## config.mk

```make
export PLATFORM = sky130hd
export DESIGN_NAME = seam_feather_blend
export DESIGN_NICKNAME = d
export VERILOG_FILES = /design/src/hdl/sfb_pkg.sv /design/src/hdl/seam_feather_blend.sv
export SDC_FILE = /design/constraint.sdc
export NUM_CORES = 2
export LEC_CHECK = 0
export BUFFER_PORTS_ARGS = -buffer_cell sky130_fd_sc_hd__buf_4
export CAP_MARGIN = 5
export CELL_PAD_IN_SITES_DETAIL_PLACEMENT = 1
export CELL_PAD_IN_SITES_GLOBAL_PLACEMENT = 2
export CORE_MARGIN = 3
export CORE_UTILIZATION = 43
export DETAILED_ROUTE_END_ITERATION = 7
export PLACE_DENSITY = 0.78
export SYNTH_ARGS = -nofsm -noshare
export SYNTH_HDL_FRONTEND = slang
export SYNTH_SLANG_ARGS = --single-unit
```

## constraint.sdc

```tcl
create_clock -name clk -period 9.5 [get_ports clk]
set_clock_uncertainty 0.2 [all_clocks]
set_input_delay 0.95 -clock clk [delete_from_list [all_inputs] [get_ports clk]]
set_output_delay 0.95 -clock clk [all_outputs]
set_load 0.1 [all_outputs]
```

## src/hdl/sfb_pkg.sv

```systemverilog
// sfb_pkg: widths, pipeline geometry, region codes, register indexes and stage
// payload types for the seam feather blend pipeline
// no dependencies
`default_nettype none

package sfb_pkg;

    localparam int COL_W   = 12;
    localparam int PIX_W   = 8;
    localparam int OS_W    = 12;
    localparam int LW_W    = 13;
    localparam int NUM_CH  = 3;
    localparam int NUM_W   = 20;
    localparam int QUO_W   = PIX_W;
    localparam int PA_W    = PIX_W + LW_W;
    localparam int PB_W    = PIX_W + COL_W;

    localparam int BITS_PER_STAGE = 2;
    localparam int DIV_STAGES     = QUO_W / BITS_PER_STAGE;
    localparam int NSTAGE         = 3 + DIV_STAGES;

    localparam logic [LW_W-1:0] MAX_WIDTH     = 13'd4096;
    localparam logic [LW_W-1:0] LW_RESET      = 13'd4096;
    localparam logic [OS_W-1:0] OS_RESET      = 12'd0;

    localparam int CFG_IDX_W = 8;
    localparam logic [CFG_IDX_W-1:0] CFG_OVERLAP_START = 8'd0;
    localparam logic [CFG_IDX_W-1:0] CFG_LEFT_WIDTH    = 8'd1;

    typedef enum logic [1:0] {
        REGION_LEFT  = 2'd0,
        REGION_BLEND = 2'd1,
        REGION_BLACK = 2'd2,
        REGION_WARP  = 2'd3
    } region_t;

    typedef struct packed {
        logic [NUM_CH-1:0][PIX_W-1:0] p;
        logic [NUM_CH-1:0][PIX_W-1:0] t;
        logic [LW_W-1:0]              wmk;
        logic [COL_W-1:0]             k;
        logic [LW_W-1:0]              w;
        region_t                      region;
    } s1_t;

    typedef struct packed {
        logic [NUM_CH-1:0][PA_W-1:0] prod_a;
        logic [NUM_CH-1:0][PB_W-1:0] prod_b;
        logic [LW_W-1:0]             w;
        region_t                     region;
    } s2_t;

    typedef struct packed {
        logic [NUM_CH-1:0][NUM_W-1:0] num;
        logic [LW_W-1:0]              w;
        region_t                      region;
    } s3_t;

    typedef struct packed {
        logic [NUM_CH-1:0][NUM_W-1:0] rem;
        logic [NUM_CH-1:0][QUO_W-1:0] quo;
        logic [LW_W-1:0]              w;
        region_t                      region;
    } div_t;

endpackage

`default_nettype wire

```

## src/hdl/seam_feather_blend.sv

```systemverilog
// seam_feather_blend: top level of the panorama seam feather blend pipeline
// depends on sfb_pkg
//
// usage
//   s_axis carries one pixel pair per transaction: column, left rgb, warped rgb
//   m_axis returns one composed rgb pixel per input transaction, with its
//   region code in tuser (left only, blended, black warp passthrough, warp only)
//   cfg writes overlap_start (index 0) and left_width (index 1); cfg_ready is
//   always high, other indexes are dropped; write only while the pipe is empty
//   throughput is one pixel per clock; latency is 7 register stages, so output
//   valid follows the input transaction by 6 cycles: decode, weight multiply,
//   sum, then four divider stages that each resolve two quotient bits per channel
//   each stage holds a valid bit and moves only when the next one is free or
//   moving, so a stalled receiver fills the bubbles first and then drops
//   s_axis_tready; nothing is lost or repeated
//   reset empties the pipe and loads overlap_start 0 and left_width 4096
`default_nettype none

module seam_feather_blend
    import sfb_pkg::*;
(
    input  wire logic                 clk,
    input  wire logic                 rst_n,
    input  wire logic                 s_axis_tvalid,
    output logic                      s_axis_tready,
    // column, left_red, left_green, left_blue, warp_red, warp_green, warp_blue
    input  wire logic [63:0]          s_axis_tdata,
    output logic                      m_axis_tvalid,
    input  wire logic                 m_axis_tready,
    // out_red, out_green, out_blue
    output logic [23:0]               m_axis_tdata,
    // region
    output logic [1:0]                m_axis_tuser,
    input  wire logic                 cfg_valid,
    output logic                      cfg_ready,
    input  wire logic [CFG_IDX_W-1:0] cfg_index,
    input  wire logic [LW_W-1:0]      cfg_data
);

    logic [OS_W-1:0]   os_reg;
    logic [LW_W-1:0]   lw_reg;
    logic [NSTAGE-1:0] valid_reg;
    logic [NSTAGE-1:0] en;

    s1_t  s1_reg, s1_next;
    s2_t  s2_reg, s2_next;
    s3_t  s3_reg, s3_next;
    div_t div_reg  [DIV_STAGES];
    div_t div_in   [DIV_STAGES];
    div_t div_next [DIV_STAGES];

    // configuration
    assign cfg_ready = 1'b1;

    always_ff @(posedge clk or negedge rst_n)
    begin
        if (!rst_n)
        begin
            os_reg <= OS_RESET;
            lw_reg <= LW_RESET;
        end
        else if (cfg_valid)
        begin
            unique case (cfg_index)
                CFG_OVERLAP_START: os_reg <= cfg_data[OS_W-1:0];
                CFG_LEFT_WIDTH:    lw_reg <= cfg_data;
                default:           ;
            endcase
        end
    end

    // stage enables, bubbles collapse under stall
    always_comb
    begin
        en[NSTAGE-1] = !valid_reg[NSTAGE-1] || m_axis_tready;
        for (int i = NSTAGE - 2; i >= 0; i--)
        begin
            en[i] = !valid_reg[i] || en[i+1];
        end
    end

    assign s_axis_tready = en[0];

    always_ff @(posedge clk or negedge rst_n)
    begin
        if (!rst_n)
        begin
            valid_reg <= '0;
        end
        else
        begin
            if (en[0])
            begin
                valid_reg[0] <= s_axis_tvalid;
            end
            for (int i = 1; i < NSTAGE; i++)
            begin
                if (en[i])
                begin
                    valid_reg[i] <= valid_reg[i-1];
                end
            end
        end
    end

    // stage 1: region decode and weights
    always_comb
    begin
        logic [LW_W-1:0]  lw_eff;
        logic [LW_W-1:0]  col;
        logic [COL_W-1:0] col_in;
        logic             black;
        lw_eff = (lw_reg > MAX_WIDTH) ? MAX_WIDTH : lw_reg;
        col_in = s_axis_tdata[COL_W-1:0];
        col    = {1'b0, col_in};
        for (int c = 0; c < NUM_CH; c++)
        begin
            s1_next.p[c] = s_axis_tdata[COL_W + c*PIX_W +: PIX_W];
            s1_next.t[c] = s_axis_tdata[COL_W + (NUM_CH + c)*PIX_W +: PIX_W];
        end
        black = (s1_next.t == '0);
        // passthrough cases divide by one with a unit weight on one side
        s1_next.w   = LW_W'(1);
        s1_next.wmk = LW_W'(1);
        s1_next.k   = '0;
        if (col >= lw_eff)
        begin
            s1_next.region = REGION_WARP;
            s1_next.wmk    = '0;
            s1_next.k      = COL_W'(1);
        end
        else if (col_in < os_reg)
        begin
            s1_next.region = REGION_LEFT;
        end
        else if (black)
        begin
            s1_next.region = REGION_BLACK;
        end
        else
        begin
            s1_next.region = REGION_BLEND;
            s1_next.w      = lw_eff - {1'b0, os_reg};
            s1_next.wmk    = lw_eff - col;
            s1_next.k      = col_in - os_reg;
        end
    end

    // stage 2: weight products
    always_comb
    begin
        for (int c = 0; c < NUM_CH; c++)
        begin
            s2_next.prod_a[c] = s1_reg.p[c] * s1_reg.wmk;
            s2_next.prod_b[c] = s1_reg.t[c] * s1_reg.k;
        end
        s2_next.w      = s1_reg.w;
        s2_next.region = s1_reg.region;
    end

    // stage 3: numerator
    always_comb
    begin
        for (int c = 0; c < NUM_CH; c++)
        begin
            s3_next.num[c] = NUM_W'(s2_reg.prod_a[c] + PA_W'(s2_reg.prod_b[c]));
        end
        s3_next.w      = s2_reg.w;
        s3_next.region = s2_reg.region;
    end

    // restoring divider, two quotient bits per stage
    for (genvar j = 0; j < DIV_STAGES; j++)
    begin : g_div
        if (j == 0)
        begin : g_first
            always_comb
            begin
                div_in[j].rem    = s3_reg.num;
                div_in[j].quo    = '0;
                div_in[j].w      = s3_reg.w;
                div_in[j].region = s3_reg.region;
            end
        end
        else
        begin : g_rest
            assign div_in[j] = div_reg[j-1];
        end

        always_comb
        begin
            logic [NUM_W:0] dvs;
            div_next[j] = div_in[j];
            for (int c = 0; c < NUM_CH; c++)
            begin
                for (int b = 0; b < BITS_PER_STAGE; b++)
                begin
                    dvs = {{(NUM_W + 1 - LW_W){1'b0}}, div_in[j].w}
                          << (QUO_W - 1 - j*BITS_PER_STAGE - b);
                    if ({1'b0, div_next[j].rem[c]} >= dvs)
                    begin
                        div_next[j].rem[c] = div_next[j].rem[c] - dvs[NUM_W-1:0];
                        div_next[j].quo[c][QUO_W - 1 - j*BITS_PER_STAGE - b] = 1'b1;
                    end
                end
            end
        end

        always_ff @(posedge clk)
        begin
            if (en[3+j])
            begin
                div_reg[j] <= div_next[j];
            end
        end
    end

    always_ff @(posedge clk)
    begin
        if (en[0])
        begin
            s1_reg <= s1_next;
        end
        if (en[1])
        begin
            s2_reg <= s2_next;
        end
        if (en[2])
        begin
            s3_reg <= s3_next;
        end
    end

    assign m_axis_tvalid = valid_reg[NSTAGE-1];
    assign m_axis_tdata  = div_reg[DIV_STAGES-1].quo;
    assign m_axis_tuser  = div_reg[DIV_STAGES-1].region;

endmodule

`default_nettype wire

```

# After elaboration in Yosys (flattened, before gate mapping)
# Memory sizes are Yosys's and may differ from the RTL's.
# Index checks and enable logic that the tools add are counted.
[word_totals]
reg_bits = 330
mem_bits_rw = 396
out_inout_bits = 29
elab_cells = 179
memories = 1
[classes]
n_addsub = 30
n_mul = 6
magnitude_cmp = 27
eq_ne = 1
muxes = 61
reduce_logical = 19
[memory_table]
columns = ["memory", "words", "width", "rd", "rd_clocked_by_memory_dff", "write_ports", "line_no", "rtl"]
rows = [
  ["div_reg", 4, 99, 4, 0, 4, "seam_feather_blend.sv:48", "div_t div_reg [DIV_STAGES];"],
]
[ops]
columns = ["cell", "count"]
rows = [
  ["20-bit 2-to-1 mux", 24],
  ["20-bit adder", 3],
  ["20-bit by 13-bit greater-or-equal comparator with 1-bit output", 3],
  ["20-bit by 14-bit greater-or-equal comparator with 1-bit output", 3],
  ["20-bit by 15-bit greater-or-equal comparator with 1-bit output", 3],
  ["20-bit by 16-bit greater-or-equal comparator with 1-bit output", 3],
  ["20-bit by 17-bit greater-or-equal comparator with 1-bit output", 3],
  ["20-bit by 18-bit greater-or-equal comparator with 1-bit output", 3],
  ["20-bit by 19-bit greater-or-equal comparator with 1-bit output", 3],
  ["20-bit greater-or-equal comparator", 3],
  ["8-bit by 12-bit multiplier with 20-bit output", 3],
  ["8-bit by 13-bit multiplier with 20-bit output", 3],
  ["20-bit by 13-bit subtractor with 20-bit output", 3],
  ["20-bit by 14-bit subtractor with 20-bit output", 3],
  ["20-bit by 15-bit subtractor with 20-bit output", 3],
  ["20-bit by 16-bit subtractor with 20-bit output", 3],
  ["20-bit by 17-bit subtractor with 20-bit output", 3],
  ["20-bit by 18-bit subtractor with 20-bit output", 3],
  ["20-bit by 19-bit subtractor with 20-bit output", 3],
  ["20-bit subtractor", 3],
  ["26-bit 2-to-1 mux", 2],
  ["1-bit 2-to-1 mux", 32],
  ["13-bit by 12-bit subtractor with 13-bit output", 2],
  ["24-bit logical NOT", 1],
  ["12 further kinds", 26],
]

# Longest topological paths before layout
[depth]
depth_word = 8
ltp_mapped = 25
depth_no_buf = 22

# Worst setup path after synthesis
# OpenSTA, ideal clock, no wires.
[synth_timing]
path_type = "register -> register"
from = "register valid_reg[6]"
to = "register s1_reg[0] in the netlist's numbering, enable pin"
setup_ns = 1.606
arrival_time_ns = 7.556
t_required_ns = 7.694
path_slack_ns = 0.138
path_stages_with_launch = 5
n_path_buf = 0
period_less_slack_ns = 9.362
path_cell_list = "dfrtp_1 nor2b_1 nand3_1 nor2_1 nand4_1"
[synth_via]
elab_chain_cells = 8
[synth_lines]
columns = ["element", "line_no", "rtl"]
rows = [
  ["start: declaration", "seam_feather_blend.sv:42", "logic [NSTAGE-1:0] valid_reg;"],
  ["start signal: indexed assignment", "seam_feather_blend.sv:100", "valid_reg[i] <= valid_reg[i-1];"],
  ["1-bit logical NOT", "seam_feather_blend.sv:75", "en[NSTAGE-1] = !valid_reg[NSTAGE-1] || m_axis_tready;"],
  ["1-bit logical OR", "seam_feather_blend.sv:75", ""],
  ["1-bit logical OR (2 in a row)", "seam_feather_blend.sv:78", "en[i] = !valid_reg[i] || en[i+1];"],
  ["named net en[4]", "seam_feather_blend.sv:43", "logic [NSTAGE-1:0] en;"],
  ["1-bit logical OR (4 in a row)", "seam_feather_blend.sv:78", ""],
  ["named net s_axis_tready", "seam_feather_blend.sv:25", "output logic s_axis_tready,"],
  ["end signal: assignment", "seam_feather_blend.sv:222", "s1_reg <= s1_next;"],
  ["end: declaration", "seam_feather_blend.sv:45", "s1_t s1_reg, s1_next;"],
]
# The timed path passes the listed nets, and every way through them passes these cells.
# A chain may end at the register's enable or synchronous reset.

==> out/summary.txt <==
unrepaired setup endpoints after global routing - no
worst vdd rail ir drop - 255 uV
footprint of the multi-input gates - 36900 sq um
Seq. cell area - 18400 sq um
Die Y - 375 um
GRT Overall Usage - 23.9%
post-route ant nets - 0
Post-synth EDFFs - 585
register area share after synthesis - 31.4%
hold path depth - 0
Slew Limit Fails - 0
drt first pass iters - 5
Post-Synthesis Cells - 5918
crit-path cells - inv_1, ha_1, nor2b_1, o21ai_0, a21oi_1, o221ai_1, a21oi_1, o21ai_1, buf_4, mux2_2, ha_1, a21o_1, a21oi_1, o21bai_1, a21oi_1, o21ai_0, a221o_1, o21a_1, and4b_1, mux2_2
Rel. slew slack - 23.8%
Synth Area per Inst - 9.89 sq um
Post-Syn Nets - 7052
Die X - 375 um
setup bufs post-CTS - 0
DR iter-0 viols - 1887
via/cell ratio - 5.44
Crit path largest cell delay - 0.75 ns
max_cap viols - 0
Synth warnings - 0
CP arrival - 7.34 ns
period utilisation layout - 74.8%
setup violators final - 0
cell family with most CP delay - compound AO/OA/AOI/OAI gates
ys async rst share - 5.19%
Leak - 28.6 nW
IO buf count - 113
post-DR wirelength/cell - 21.3 um
Max Root-Sink Buffers - 3
Ports - 119
# DRC - 0
post-placement cell count - 7695
most frequent cells in the layout - inv_1, ha_1, edfxtp_1
std cell rows - 134
H-tree lvl count - 3
CTS buffer count - 78
most used cell, CP - a21oi_1
crit path max fanout - 17
Initial Util - 43.6%
CP startpoint kind - flop
total wire length - 166000 um
Final Non-Filler Cells - 7834
clk slew on worst S/H paths - 0.06 ns
via count - 42600
max reg flops - 287
setup TNS - 0 ns
placer congestion estimate - 0.875
Synth cell types - 94
CTS tree - done
crit path kind - reg -> reg
Min-Delay Path Class - reg -> reg
Slew @ Worst Pin - 1.14 ns
synthesis-to-finish area growth - 9.20%
Crit-path slowest cell - and4b_1
number of global-route vias before repair - 46000
Fmax achieved - 0.141 GHz
clock root buffer - clkbuf_16
commonest non-fill, non-tap cell in the layout - inv_1
largest net degree at the start of global routing - 90
Synth Flop Type - edfxtp_1
min Tclk post-route - 7.11 ns
Synth Cell Area - 58500 sq um
Power Dens Cells - 423 nW/um^2
R2R depth - 20
HPWL after DPL - 132000 um
clk_lat worst skew - 0.68 ns
initial antenna violation count - 1
Hold Vio Cnt, Final - 0
Post-CTS Resized - 0
nets - 7142
Crit path required time - 9.73 ns
number of synthesized register bits - 617
CP Depth - 20
fraction of layout cells with a size suffix above 1 - 7.88%
Clock Sinks - 617
grt ovf - 0
Fillers - 14900
die area - 141000 sq um
hold buffer count at CTS - 1
first-pass GRT wire length - 262000 um
Setup crit end kind - flop
outcome - finished clean
CORE AREA - 134000 sq um
WP buf/inv - 2
[synthesized netlist by cell type, types with 52 or more instances]
cell,count,area [sq um]
inv_1,731,2740
ha_1,642,8030
edfxtp_1,585,17600
nand2_1,520,1950
fa_1,402,8050
and2_1,376,2350
nor2_1,332,1250
a21oi_1,318,1590
xnor2_1,281,2460
o21ai_0,236,1180
mux2_2,139,1570
clkbuf_1,130,488
a21o_1,126,946
nor3_1,115,576
nor2b_1,100,626
nand3_1,94,470
xor2_1,85,744
nand4_1,52,325
[logic make-up (layout without fill, tap and decap cells)]
kind of cell               Yosys count  after routing  synth area share, %
other                                1              2              0.00641
adders and majority gates         1044           1044                 27.5
AOI/OAI and AO/OA                 1030           1030                 11.3
buffers and inverters              885           1032                 5.73
DFF                                617            617                 31.4
xor gates and xnor gates           366            366                 5.48
muxes                              177            177                 3.32
and+or+nand+nor                   1798           1798                 15.3
[routing by layer]
layer / track usage (%) / vias up / part of all wire, % / routed length [um]
li1: - / 20500 / - / -
met3: 2.42 / 202 / 2.1 / 3570
met2: 44.2 / 432 / 52 / 85800
met4: 7.95 / 0 / 3.6 / 6030
met5: 0 / - / 0 / 0
met1: 28.9 / 21400 / 43 / 71100
[cell type report]
type	count	share of cell area (%)
Sequential cell	617	28.7
Clock buffer	90	3.21
Timing Repair Buffer	163	1.92
Clock inverter	47	0.679
Tap cell	1768	3.46
Multi-Input combinational cell	4416	57.7
Antenna cell	1	0.00392
Inverter	732	4.30
[report_power, final]
part           switching, mW  internal (mW)
Clock                   1.23           1.71
Combinational           10.4           8.12
Sequential             0.762           4.89
Total                   12.3           14.7
[worst reg2reg max path, cell delays in order (launching register included)]
cell	delay (ns)
edfxtp_1	0.46
inv_1	0.61
ha_1	0.37
nor2b_1	0.13
o21ai_0	0.25
a21oi_1	0.15
o221ai_1	0.22
a21oi_1	0.16
o21ai_1	0.49
buf_4	0.32
mux2_2	0.38
ha_1	0.34
a21o_1	0.18
a21oi_1	0.25
o21bai_1	0.10
a21oi_1	0.23
o21ai_0	0.21
a221o_1	0.44
o21a_1	0.22
and4b_1	0.75
mux2_2	0.43
[final timing paths]
check	from	endpoint	slack, ns
max	div_reg[0][3]$_DFFE_PP_	div_reg[1][44]$_DFFE_PP_	2.39
min	div_reg[2][29]$_DFFE_PP_	div_reg[3][29]$_DFFE_PP_	0.21
max reg2reg	div_reg[0][3]$_DFFE_PP_	div_reg[1][44]$_DFFE_PP_	2.39
min reg2reg	div_reg[2][29]$_DFFE_PP_	div_reg[3][29]$_DFFE_PP_	0.21
max in group asynchronous	rst_n	lw_reg[12]$_DFFE_PN1P_	8.15
min in group asynchronous	rst_n	os_reg[8]$_DFFE_PN0P_	0.59
[metrics by stage]
stage               setup slack (ns)  hold WS, ns  power (mW)  utilization, %  area (sq um)
floorplan                      0.138        0.200        19.5               -         58500
global placement                2.51        0.202        23.6            45.7         61400
detailed placement              2.44        0.206        24.1            45.7         61400
CTS                             2.40        0.167        27.3            47.6         63900
global route                    1.97        0.188        29.6            47.6         63900
finish                          2.39        0.209        27.1            47.6         63900
Power figures use the tool's default switching activity.
